--- config.mk ---
export PLATFORM = sky130hd
export DESIGN_NAME = fan_curve_pwm_interpolator_core
export DESIGN_NICKNAME = d
export VERILOG_FILES = /design/src/hdl/fcpi_pkg.sv /design/src/hdl/fcpi_front.sv /design/src/hdl/fcpi_queue.sv /design/src/hdl/fcpi_back.sv /design/src/hdl/fan_curve_pwm_interpolator_core.sv
export SDC_FILE = /design/constraint.sdc
export NUM_CORES = 2
export LEC_CHECK = 0
export ABC_AREA = 0
export BUFFER_PORTS_ARGS = -buffer_cell sky130_fd_sc_hd__buf_2
export CORE_ASPECT_RATIO = 1.2
export CORE_MARGIN = 10
export CORE_UTILIZATION = 45
export CTS_BUF_LIST = sky130_fd_sc_hd__clkbuf_4 sky130_fd_sc_hd__clkbuf_8
export CTS_CLUSTER_DIAMETER = 40
export DETAILED_ROUTE_END_ITERATION = 8
export GPL_TIMING_DRIVEN = 0
export PLACE_DENSITY = 0.56
export SYNTH_ARGS = -nofsm -noshare
export SYNTH_HDL_FRONTEND = slang
export SYNTH_HIERARCHICAL = 1
export SYNTH_SLANG_ARGS = --single-unit
export TNS_END_PERCENT = 10
--- constraint.sdc ---
create_clock -name clk -period 21.3 [get_ports clk]
set_clock_uncertainty 0.15 [all_clocks]
set_input_delay 2.13 -clock clk [delete_from_list [all_inputs] [get_ports clk]]
set_output_delay 2.13 -clock clk [all_outputs]
set_load 0.01 [all_outputs]
--- src/hdl/fcpi_pkg.sv ---
// ----------------------------------------------------------------------------
// Fan curve PWM interpolator package
// Shared constants, register codes, structures and the duty scaling function.
// ----------------------------------------------------------------------------
`default_nettype none

package fcpi_pkg;

	localparam int POINTS      = 8;
	localparam int SEGMENTS    = POINTS - 1;
	localparam int DIV_STEPS   = 8;
	localparam int QUEUE_DEPTH = 4;
	localparam int QPTR_W      = $clog2(QUEUE_DEPTH);
	localparam int CFG_IDX_W   = 3;
	localparam int CFG_DATA_W  = 64;

	localparam logic [CFG_IDX_W-1:0] REG_CHANNEL_TYPE       = 3'd0;
	localparam logic [CFG_IDX_W-1:0] REG_MAX_LOAD_THRESHOLD = 3'd1;
	localparam logic [CFG_IDX_W-1:0] REG_POINT_COUNT        = 3'd2;
	localparam logic [CFG_IDX_W-1:0] REG_POINT_TEMPS        = 3'd3;
	localparam logic [CFG_IDX_W-1:0] REG_POINT_LOADS        = 3'd4;

	localparam logic [1:0] CH_UNKNOWN = 2'd0;
	localparam logic [1:0] CH_FAN     = 2'd1;
	localparam logic [1:0] CH_PUMP    = 2'd2;

	localparam logic signed [8:0] THR_OFF = -9'sd1;
	localparam logic [7:0] DUTY_MAX  = 8'd255;
	localparam logic [7:0] DUTY_MIN  = 8'd0;
	localparam logic [15:0] SCALE_255 = 16'd255;
	localparam logic [17:0] RECIP_100 = 18'd167773;

	typedef struct packed {
		logic [1:0]        channel_type;
		logic signed [8:0] max_load_threshold;
		logic [3:0]        point_count;
		logic [63:0]       point_temps;
		logic [63:0]       point_loads;
	} cfg_t;

	typedef struct packed {
		logic        direct;
		logic [7:0]  duty;
		logic [7:0]  base;
		logic [7:0]  mag;
		logic [11:0] span;
		logic [7:0]  dt;
	} cmd_t;

	// Duty is floor(255 * load / 100), saturated at full scale.
	function automatic logic [7:0] load_to_duty(input logic [7:0] load);
		logic [15:0] scaled;
		logic [33:0] prod;
		logic [9:0]  quo;
		scaled = 16'(load) * SCALE_255;
		prod   = 34'(scaled) * 34'(RECIP_100);
		quo    = prod[33:24];
		return (quo > 10'(DUTY_MAX)) ? DUTY_MAX : quo[7:0];
	endfunction

endpackage

`default_nettype wire

--- src/hdl/fcpi_front.sv ---
// ----------------------------------------------------------------------------
// Fan curve front end
// Accepts sensor words, forms the temperature difference and classifies it
// against the curve into either a fixed duty or an interpolation command.
// ----------------------------------------------------------------------------
`default_nettype none

module fcpi_front (
	input  wire logic                clk,
	input  wire logic                arst_n,
	input  wire fcpi_pkg::cfg_t      cfg,
	input  wire logic                in_valid,
	output logic                     in_stall,
	input  wire logic signed [11:0]  hot_temp,
	input  wire logic signed [11:0]  room_temp,
	input  wire logic                sensor_valid,
	input  wire logic [7:0]          chiller_load,
	output logic                     push_valid,
	input  wire logic                push_full,
	output fcpi_pkg::cmd_t           push_cmd
);

	logic                   adv;
	logic                   v_s1;
	logic signed [12:0]     delta_s1;
	logic                   sens_s1;
	logic [7:0]             load_s1;
	logic                   v_s2;
	fcpi_pkg::cmd_t         cmd_s2;

	logic [7:0]             tb   [fcpi_pkg::POINTS];
	logic signed [12:0]     t16  [fcpi_pkg::POINTS];
	logic [7:0]             ld   [fcpi_pkg::POINTS];
	logic                   hit  [fcpi_pkg::SEGMENTS];
	fcpi_pkg::cmd_t         lane [fcpi_pkg::SEGMENTS];
	logic signed [12:0]     dd;
	logic [7:0]             dt;
	logic [11:0]            den;
	logic [3:0]             cnt;
	logic [2:0]             last;
	logic                   fan;
	logic                   known;
	logic                   thr_hit;
	logic                   any_hit;
	fcpi_pkg::cmd_t         seg_cmd;
	fcpi_pkg::cmd_t         cmd_d;

	assign adv        = !v_s2 || !push_full;
	assign in_stall   = !adv;
	assign push_valid = v_s2;
	assign push_cmd   = cmd_s2;

	always_ff @(posedge clk or negedge arst_n) begin
		if (!arst_n) begin
			v_s1 <= 1'b0;
			v_s2 <= 1'b0;
		end else if (adv) begin
			v_s1 <= in_valid;
			v_s2 <= v_s1;
		end
	end

	always_ff @(posedge clk) begin
		if (adv) begin
			delta_s1 <= {hot_temp[11], hot_temp} - {room_temp[11], room_temp};
			sens_s1  <= sensor_valid;
			load_s1  <= chiller_load;
			cmd_s2   <= cmd_d;
		end
	end

	always_comb begin
		for (int i = 0; i < fcpi_pkg::POINTS; i++) begin
			tb[i]  = cfg.point_temps[8*i +: 8];
			t16[i] = {tb[i][7], tb[i], 4'b0000};
			ld[i]  = cfg.point_loads[8*i +: 8];
		end
	end

	assign cnt  = (cfg.point_count > 4'(fcpi_pkg::POINTS)) ? 4'(fcpi_pkg::POINTS)
	                                                         : cfg.point_count;
	assign last = 3'(cnt - 4'd1);

	always_comb begin
		for (int i = 0; i < fcpi_pkg::SEGMENTS; i++) begin
			dd  = delta_s1 - t16[i];
			dt  = tb[i+1] - tb[i];
			den = {dt, 4'b0000};
			hit[i] = (4'(i + 1) < cnt) && (delta_s1 >= t16[i]) && (delta_s1 <= t16[i+1]);
			lane[i].direct = 1'b0;
			lane[i].duty   = fcpi_pkg::DUTY_MIN;
			if (tb[i] == tb[i+1]) begin
				lane[i].base = ld[i];
				lane[i].mag  = 8'd0;
				lane[i].span = 12'd0;
				lane[i].dt   = 8'd1;
			end else if (ld[i+1] >= ld[i]) begin
				lane[i].base = ld[i];
				lane[i].mag  = ld[i+1] - ld[i];
				lane[i].span = dd[11:0];
				lane[i].dt   = dt;
			end else begin
				lane[i].base = ld[i+1];
				lane[i].mag  = ld[i] - ld[i+1];
				lane[i].span = den - dd[11:0];
				lane[i].dt   = dt;
			end
		end
	end

	always_comb begin
		any_hit = 1'b0;
		seg_cmd = lane[0];
		for (int i = fcpi_pkg::SEGMENTS - 1; i >= 0; i--) begin
			if (hit[i]) begin
				any_hit = 1'b1;
				seg_cmd = lane[i];
			end
		end
	end

	always_comb begin
		unique case (cfg.channel_type)
			fcpi_pkg::CH_FAN:  known = 1'b1;
			fcpi_pkg::CH_PUMP: known = 1'b1;
			default:           known = 1'b0;
		endcase
	end

	assign fan     = (cfg.channel_type == fcpi_pkg::CH_FAN);
	assign thr_hit = (cfg.max_load_threshold != fcpi_pkg::THR_OFF) &&
	                 ($signed({1'b0, load_s1}) > cfg.max_load_threshold);

	always_comb begin
		cmd_d.direct = 1'b0;
		cmd_d.duty   = fcpi_pkg::DUTY_MAX;
		cmd_d.base   = ld[last];
		cmd_d.mag    = 8'd0;
		cmd_d.span   = 12'd0;
		cmd_d.dt     = 8'd1;
		if (thr_hit || !known || !sens_s1) begin
			cmd_d.direct = 1'b1;
		end else if (cnt == 4'd0) begin
			cmd_d.direct = 1'b1;
			cmd_d.duty   = fan ? fcpi_pkg::DUTY_MIN : fcpi_pkg::DUTY_MAX;
		end else if (delta_s1 < t16[0]) begin
			cmd_d.direct = fan;
			cmd_d.duty   = fcpi_pkg::DUTY_MIN;
			cmd_d.base   = ld[0];
		end else if (delta_s1 > t16[last]) begin
			cmd_d.base = ld[last];
		end else if (any_hit) begin
			cmd_d = seg_cmd;
		end
	end

endmodule

`default_nettype wire

--- src/hdl/fcpi_queue.sv ---
// ----------------------------------------------------------------------------
// Fan curve command queue
// Small first-in first-out buffer between the front end and the back end.
// ----------------------------------------------------------------------------
`default_nettype none

module fcpi_queue (
	input  wire logic           clk,
	input  wire logic           arst_n,
	input  wire logic           push_valid,
	output logic                push_full,
	input  wire fcpi_pkg::cmd_t push_cmd,
	output logic                pop_valid,
	input  wire logic           pop_ready,
	output fcpi_pkg::cmd_t      pop_cmd
);

	fcpi_pkg::cmd_t                mem_q [fcpi_pkg::QUEUE_DEPTH];
	logic [fcpi_pkg::QPTR_W-1:0]   wr_ptr_q;
	logic [fcpi_pkg::QPTR_W-1:0]   rd_ptr_q;
	logic [fcpi_pkg::QPTR_W:0]     count_q;
	logic                          do_push;
	logic                          do_pop;

	assign push_full = (count_q == (fcpi_pkg::QPTR_W + 1)'(fcpi_pkg::QUEUE_DEPTH));
	assign pop_valid = (count_q != '0);
	assign do_push   = push_valid && !push_full;
	assign do_pop    = pop_valid && pop_ready;
	assign pop_cmd   = mem_q[rd_ptr_q];

	always_ff @(posedge clk or negedge arst_n) begin
		if (!arst_n) begin
			wr_ptr_q <= '0;
			rd_ptr_q <= '0;
			count_q  <= '0;
		end else begin
			if (do_push) begin
				wr_ptr_q <= wr_ptr_q + 1'b1;
			end
			if (do_pop) begin
				rd_ptr_q <= rd_ptr_q + 1'b1;
			end
			if (do_push && !do_pop) begin
				count_q <= count_q + 1'b1;
			end else if (do_pop && !do_push) begin
				count_q <= count_q - 1'b1;
			end
		end
	end

	always_ff @(posedge clk) begin
		if (do_push) begin
			mem_q[wr_ptr_q] <= push_cmd;
		end
	end

endmodule

`default_nettype wire

--- src/hdl/fcpi_back.sv ---
// ----------------------------------------------------------------------------
// Fan curve back end
// Multiplies the load step by the position in the segment, divides by the
// segment width in a pipelined restoring divider and scales the load to duty.
// ----------------------------------------------------------------------------
`default_nettype none

module fcpi_back (
	input  wire logic           clk,
	input  wire logic           arst_n,
	input  wire logic           pop_valid,
	output logic                pop_ready,
	input  wire fcpi_pkg::cmd_t pop_cmd,
	output logic                out_valid,
	input  wire logic           out_stall,
	output logic [7:0]          duty
);

	localparam int NST = fcpi_pkg::DIV_STEPS + 1;

	logic        en;
	logic [19:0] prod;
	logic        vld_s    [NST];
	logic        direct_s [NST];
	logic [7:0]  dduty_s  [NST];
	logic [7:0]  base_s   [NST];
	logic [7:0]  dt_s     [NST];
	logic [7:0]  rem_s    [NST];
	logic [7:0]  qsh_s    [NST];
	logic        ld_valid_s10;
	logic        ld_direct_s10;
	logic [7:0]  ld_duty_s10;
	logic [7:0]  ld_s10;
	logic        out_valid_q;
	logic [7:0]  duty_q;

	function automatic logic [15:0] div_step(input logic [7:0] rem, input logic [7:0] qsh,
	                                         input logic [7:0] dvs);
		logic [8:0] trial;
		logic [7:0] nrem;
		logic       qbit;
		trial = {rem, qsh[7]};
		if (trial >= {1'b0, dvs}) begin
			nrem = 8'(trial - {1'b0, dvs});
			qbit = 1'b1;
		end else begin
			nrem = trial[7:0];
			qbit = 1'b0;
		end
		return {nrem, qsh[6:0], qbit};
	endfunction

	assign en        = !out_valid_q || !out_stall;
	assign pop_ready = en;
	assign out_valid = out_valid_q;
	assign duty      = duty_q;
	assign prod      = 20'(pop_cmd.mag) * 20'(pop_cmd.span);

	always_ff @(posedge clk or negedge arst_n) begin
		if (!arst_n) begin
			for (int k = 0; k < NST; k++) begin
				vld_s[k] <= 1'b0;
			end
			ld_valid_s10 <= 1'b0;
			out_valid_q  <= 1'b0;
		end else if (en) begin
			vld_s[0] <= pop_valid;
			for (int k = 1; k < NST; k++) begin
				vld_s[k] <= vld_s[k-1];
			end
			ld_valid_s10 <= vld_s[NST-1];
			out_valid_q  <= ld_valid_s10;
		end
	end

	always_ff @(posedge clk) begin
		if (en) begin
			direct_s[0] <= pop_cmd.direct;
			dduty_s[0]  <= pop_cmd.duty;
			base_s[0]   <= pop_cmd.base;
			dt_s[0]     <= pop_cmd.dt;
			rem_s[0]    <= prod[19:12];
			qsh_s[0]    <= prod[11:4];
			for (int k = 1; k < NST; k++) begin
				direct_s[k]            <= direct_s[k-1];
				dduty_s[k]             <= dduty_s[k-1];
				base_s[k]              <= base_s[k-1];
				dt_s[k]                <= dt_s[k-1];
				{rem_s[k], qsh_s[k]}   <= div_step(rem_s[k-1], qsh_s[k-1], dt_s[k-1]);
			end
			ld_direct_s10 <= direct_s[NST-1];
			ld_duty_s10   <= dduty_s[NST-1];
			ld_s10        <= base_s[NST-1] + qsh_s[NST-1];
			duty_q        <= ld_direct_s10 ? ld_duty_s10 : fcpi_pkg::load_to_duty(ld_s10);
		end
	end

endmodule

`default_nettype wire

--- src/hdl/fan_curve_pwm_interpolator_core.sv ---
// Throughput: one word per cycle while the output is not stalled, set by the
// fully pipelined eight-step divider.
// A four-entry queue lets the front end keep accepting while the output stalls.
// Reset clears the configuration to its defaults and empties every stage.
// ----------------------------------------------------------------------------
// Fan curve PWM interpolator core
// Configuration registers, front end, command queue and divider back end.
// ----------------------------------------------------------------------------
`default_nettype none

module fan_curve_pwm_interpolator_core (
	input  wire logic                            clk,
	input  wire logic                            arst_n,
	input  wire logic                            cfg_valid,
	output logic                                 cfg_ready,
	input  wire logic [fcpi_pkg::CFG_IDX_W-1:0]  cfg_index,
	input  wire logic [fcpi_pkg::CFG_DATA_W-1:0] cfg_data,
	input  wire logic                            in_valid,
	output logic                                 in_stall,
	input  wire logic signed [11:0]              hot_temp,
	input  wire logic signed [11:0]              room_temp,
	input  wire logic                            sensor_valid,
	input  wire logic [7:0]                      chiller_load,
	output logic                                 out_valid,
	input  wire logic                            out_stall,
	output logic [7:0]                           duty
);

	logic [1:0]        channel_type_q;
	logic signed [8:0] max_load_threshold_q;
	logic [3:0]        point_count_q;
	logic [63:0]       point_temps_q;
	logic [63:0]       point_loads_q;
	fcpi_pkg::cfg_t    cfg;
	logic              push_valid;
	logic              push_full;
	fcpi_pkg::cmd_t    push_cmd;
	logic              pop_valid;
	logic              pop_ready;
	fcpi_pkg::cmd_t    pop_cmd;

	assign cfg_ready = 1'b1;

	always_ff @(posedge clk or negedge arst_n) begin
		if (!arst_n) begin
			channel_type_q       <= fcpi_pkg::CH_UNKNOWN;
			max_load_threshold_q <= fcpi_pkg::THR_OFF;
			point_count_q        <= 4'd0;
			point_temps_q        <= 64'd0;
			point_loads_q        <= 64'd0;
		end else if (cfg_valid && cfg_ready) begin
			unique case (cfg_index)
				fcpi_pkg::REG_CHANNEL_TYPE:       channel_type_q       <= cfg_data[1:0];
				fcpi_pkg::REG_MAX_LOAD_THRESHOLD: max_load_threshold_q <= cfg_data[8:0];
				fcpi_pkg::REG_POINT_COUNT:        point_count_q        <= cfg_data[3:0];
				fcpi_pkg::REG_POINT_TEMPS:        point_temps_q        <= cfg_data;
				fcpi_pkg::REG_POINT_LOADS:        point_loads_q        <= cfg_data;
				default: begin
				end
			endcase
		end
	end

	always_comb begin
		cfg.channel_type       = channel_type_q;
		cfg.max_load_threshold = max_load_threshold_q;
		cfg.point_count        = point_count_q;
		cfg.point_temps        = point_temps_q;
		cfg.point_loads        = point_loads_q;
	end

	fcpi_front u_front (
		.clk          (clk),
		.arst_n       (arst_n),
		.cfg          (cfg),
		.in_valid     (in_valid),
		.in_stall     (in_stall),
		.hot_temp     (hot_temp),
		.room_temp    (room_temp),
		.sensor_valid (sensor_valid),
		.chiller_load (chiller_load),
		.push_valid   (push_valid),
		.push_full    (push_full),
		.push_cmd     (push_cmd)
	);

	fcpi_queue u_queue (
		.clk        (clk),
		.arst_n     (arst_n),
		.push_valid (push_valid),
		.push_full  (push_full),
		.push_cmd   (push_cmd),
		.pop_valid  (pop_valid),
		.pop_ready  (pop_ready),
		.pop_cmd    (pop_cmd)
	);

	fcpi_back u_back (
		.clk       (clk),
		.arst_n    (arst_n),
		.pop_valid (pop_valid),
		.pop_ready (pop_ready),
		.pop_cmd   (pop_cmd),
		.out_valid (out_valid),
		.out_stall (out_stall),
		.duty      (duty)
	);

endmodule

`default_nettype wire

==> metrics <==
final hold violations 0; commonest non-fill, non-tap cells in the layout inv_1 (650), edfxtp_1 (618), ha_1 (590); Routed WL 171400 um; minimum clock period 11210 ps; most common cell after layout, fill and taps aside inv_1; Top FF cell, synth edfxtp_1; DR pass1 iterations 7; num ports 116; Synth Area per Inst 11.45 um^2; Mapped Nets 5870; Die Wd 344.0 um; ANT nets after route 0; RSZ-0062 raised after global routing no; final worst-path cycle share 52.61%; highest-delay cell along the critical path edfxtp_1; CP Depth 31; flop2flop setup slack 10090 ps; Hold Path Depth 0; Setup crit start u_back/ld_s10[0]; vias in the first global route 40.70k; Die Y-Extent 408.8 um; Area Overhead vs Synth 10.31%; row cnt 142; Vias 39.28k; Post-CTS Hold Buffers 0; Nets 6140; area of the die 140600 um^2; startpoint types flip-flop; Req. time, crit path 21660 ps; HPWL after detailed placement 139000 um; CTS H-tree lvls 4; Post-Syn Instances 4950; Resize count post-CTS 0; delay-heaviest family, CP adder cells; worst setup path category reg2reg; top-area cell type share of the netlist area 32.74%; CP arrival 11560 ps; routability cong. 1.002; HP Class reg2reg; initial antenna violation count 9; drc violations 0; Max Cap Violations 0; top area cells in the synthesized netlist edfxtp_1 (33%), ha_1 (13%), fa_1 (7.9%); root buffer cell clkbuf_8; final global-route overflow total 0; reg2reg end u_back/duty[3]; global-route wire length before repair 254500 um; Max Buffers Root-to-Sink 3; Buffers on Ports 114; max incr delay on CP 830 ps; beginning of the worst hold path u_back/base_s[3][10]; CP endpoint kind flip-flop; Crit path buffers/inverters 4; total core area 125100 um^2; share of cells above drive strength 1 15.08%; FF+latch count, synth 781; Clk Latency, worst-skew pair 870 ps; CTS buffer count 140; warnings from Yosys 6; Yosys cell types 123; EDFF count, synth 618; clk slew on worst S/H paths 60 ps; Detailed Route Iter0 Violations 2627; CP max FO 15; relative slew slack 10.90%; status finished clean; Async SR Flop Fraction 20.87%; Worst-Margin Slew 1337 ps; Cell Area, Synth 56680 um^2; Post-CTS Setup Inserts 0; CP most frequent cell fa_1; area leader, netlist edfxtp_1; fin util 49.99%; Starting Density 45.31%; WHS Endpoint u_back/base_s[4][2]; final slew viol count 0; Tot GR Track Use 24.26%; post-synthesis sequential area ratio 39.96%; setup TNS 0 ps; Routed WL per cell 24.51 um; CTS tree built; Final Setup Violations 0; worst r2r src u_back/ld_s10[0]; Vias/cell 5.617; fmax 89.24 MHz; cell depth of the worst flop-to-flop path 31; # clock sinks 781; pin count of the biggest net entering global routing 94
[per-layer routing]
metal	share of wire, %	track usage [%]	vias to the layer above
li1	-	-	18390
met1	38	26.73	19420
met2	51	43.13	1052
met3	3.8	3.250	406
met4	7.7	16.04	6
met5	0.021	0	-
[metrics by stage]
stage	cell area, um^2	std cells	hold slack, ps	setup slack (ps)
after floorplan	56680	4950	250.3	5943
after global placement	59320	6720	250.7	-2843
after detailed placement	59650	6734	254.5	10050
after CTS	62510	6988	222.7	10060
after global routing	62510	6989	233.6	9356
final	62520	6993	219.0	10090
[worst max-delay path by stage]
stage / to
2_1_floorplan: u_queue/count_q[1]
3_3_place_gp: u_queue/count_q[1]
3_5_place_dp: u_back/duty[7]
4_1_cts: u_back/duty[7]
5_1_grt: u_back/duty[3]
6_report: u_back/duty[3]
[flip-flops by register name (all words and copies together), names as in the netlist, 8 cells and up]
register / flops
max_load_threshold_q: 9
u_back/duty: 8
u_back/dduty_s: 72
u_queue/mem_q: 180
u_front/load_s1: 8
u_back/base_s: 72
u_front/push_cmd: 38
point_loads_q: 64
u_back/direct_s: 9
u_back/dt_s: 64
u_back/ld_s10: 8
point_temps_q: 64
u_front/delta_s1: 13
u_back/vld_s: 9
u_back/qsh_s: 72
u_back/rem_s: 64
u_back/ld_duty_s10: 8
[cell type report]
type / instances / area (um^2)
inverter: 651 / 2444
antenna: 5 / 12.51
clock buffer: 189 / 2357
fill: 11500 / 62560
sequential: 781 / 22650
tap: 1656 / 2072
multi-input combinational: 3395 / 30900
clock inverter: 65 / 498.0
timing repair buffer: 128 / 875.8
buffer: 123 / 710.7
[cell usage after synthesis (all sizes together), types with 17 or more instances]
| cell type | instances |
|---|---|
| mux2 | 208 |
| o22ai | 18 |
| xnor2 | 151 |
| mux4 | 77 |
| o21ai | 191 |
| o31ai | 17 |
| nand2b | 47 |
| a21o | 89 |
| o21bai | 44 |
| and2 | 57 |
| edfxtp | 618 |
| a211oi | 29 |
| a31oi | 26 |
| nand2 | 263 |
| inv | 651 |
| a221oi | 20 |
| o211ai | 36 |
| nor2 | 243 |
| nand3 | 71 |
| o221ai | 23 |
| nand4 | 43 |
| clkbuf | 61 |
| ha | 590 |
| a21boi | 31 |
| nor3 | 57 |
| or3 | 29 |
| fa | 225 |
| buf | 62 |
| mux2i | 111 |
| and3 | 22 |
| nor2b | 48 |
| xor2 | 112 |
| o21a | 35 |
| a21oi | 254 |
| dfrtp | 154 |
[kinds of logic after synthesis]
| logic type | Yosys count | share of synthesized area, % |
|---|---|---|
| AOI/OAI and AO/OA | 960 | 11.42 |
| and+or+nand+nor | 960 | 8.468 |
| adders and majority gates | 815 | 20.97 |
| DFF | 781 | 39.96 |
| buffers and inverters | 774 | 5.559 |
| muxes | 396 | 9.550 |
| xor gates and xnor gates | 263 | 4.064 |
| other | 1 | 0.006616 |
Power is left out: the tool's default activity adds up to more than one toggle a clock period on the data nets, which glitch-free logic cannot reach.
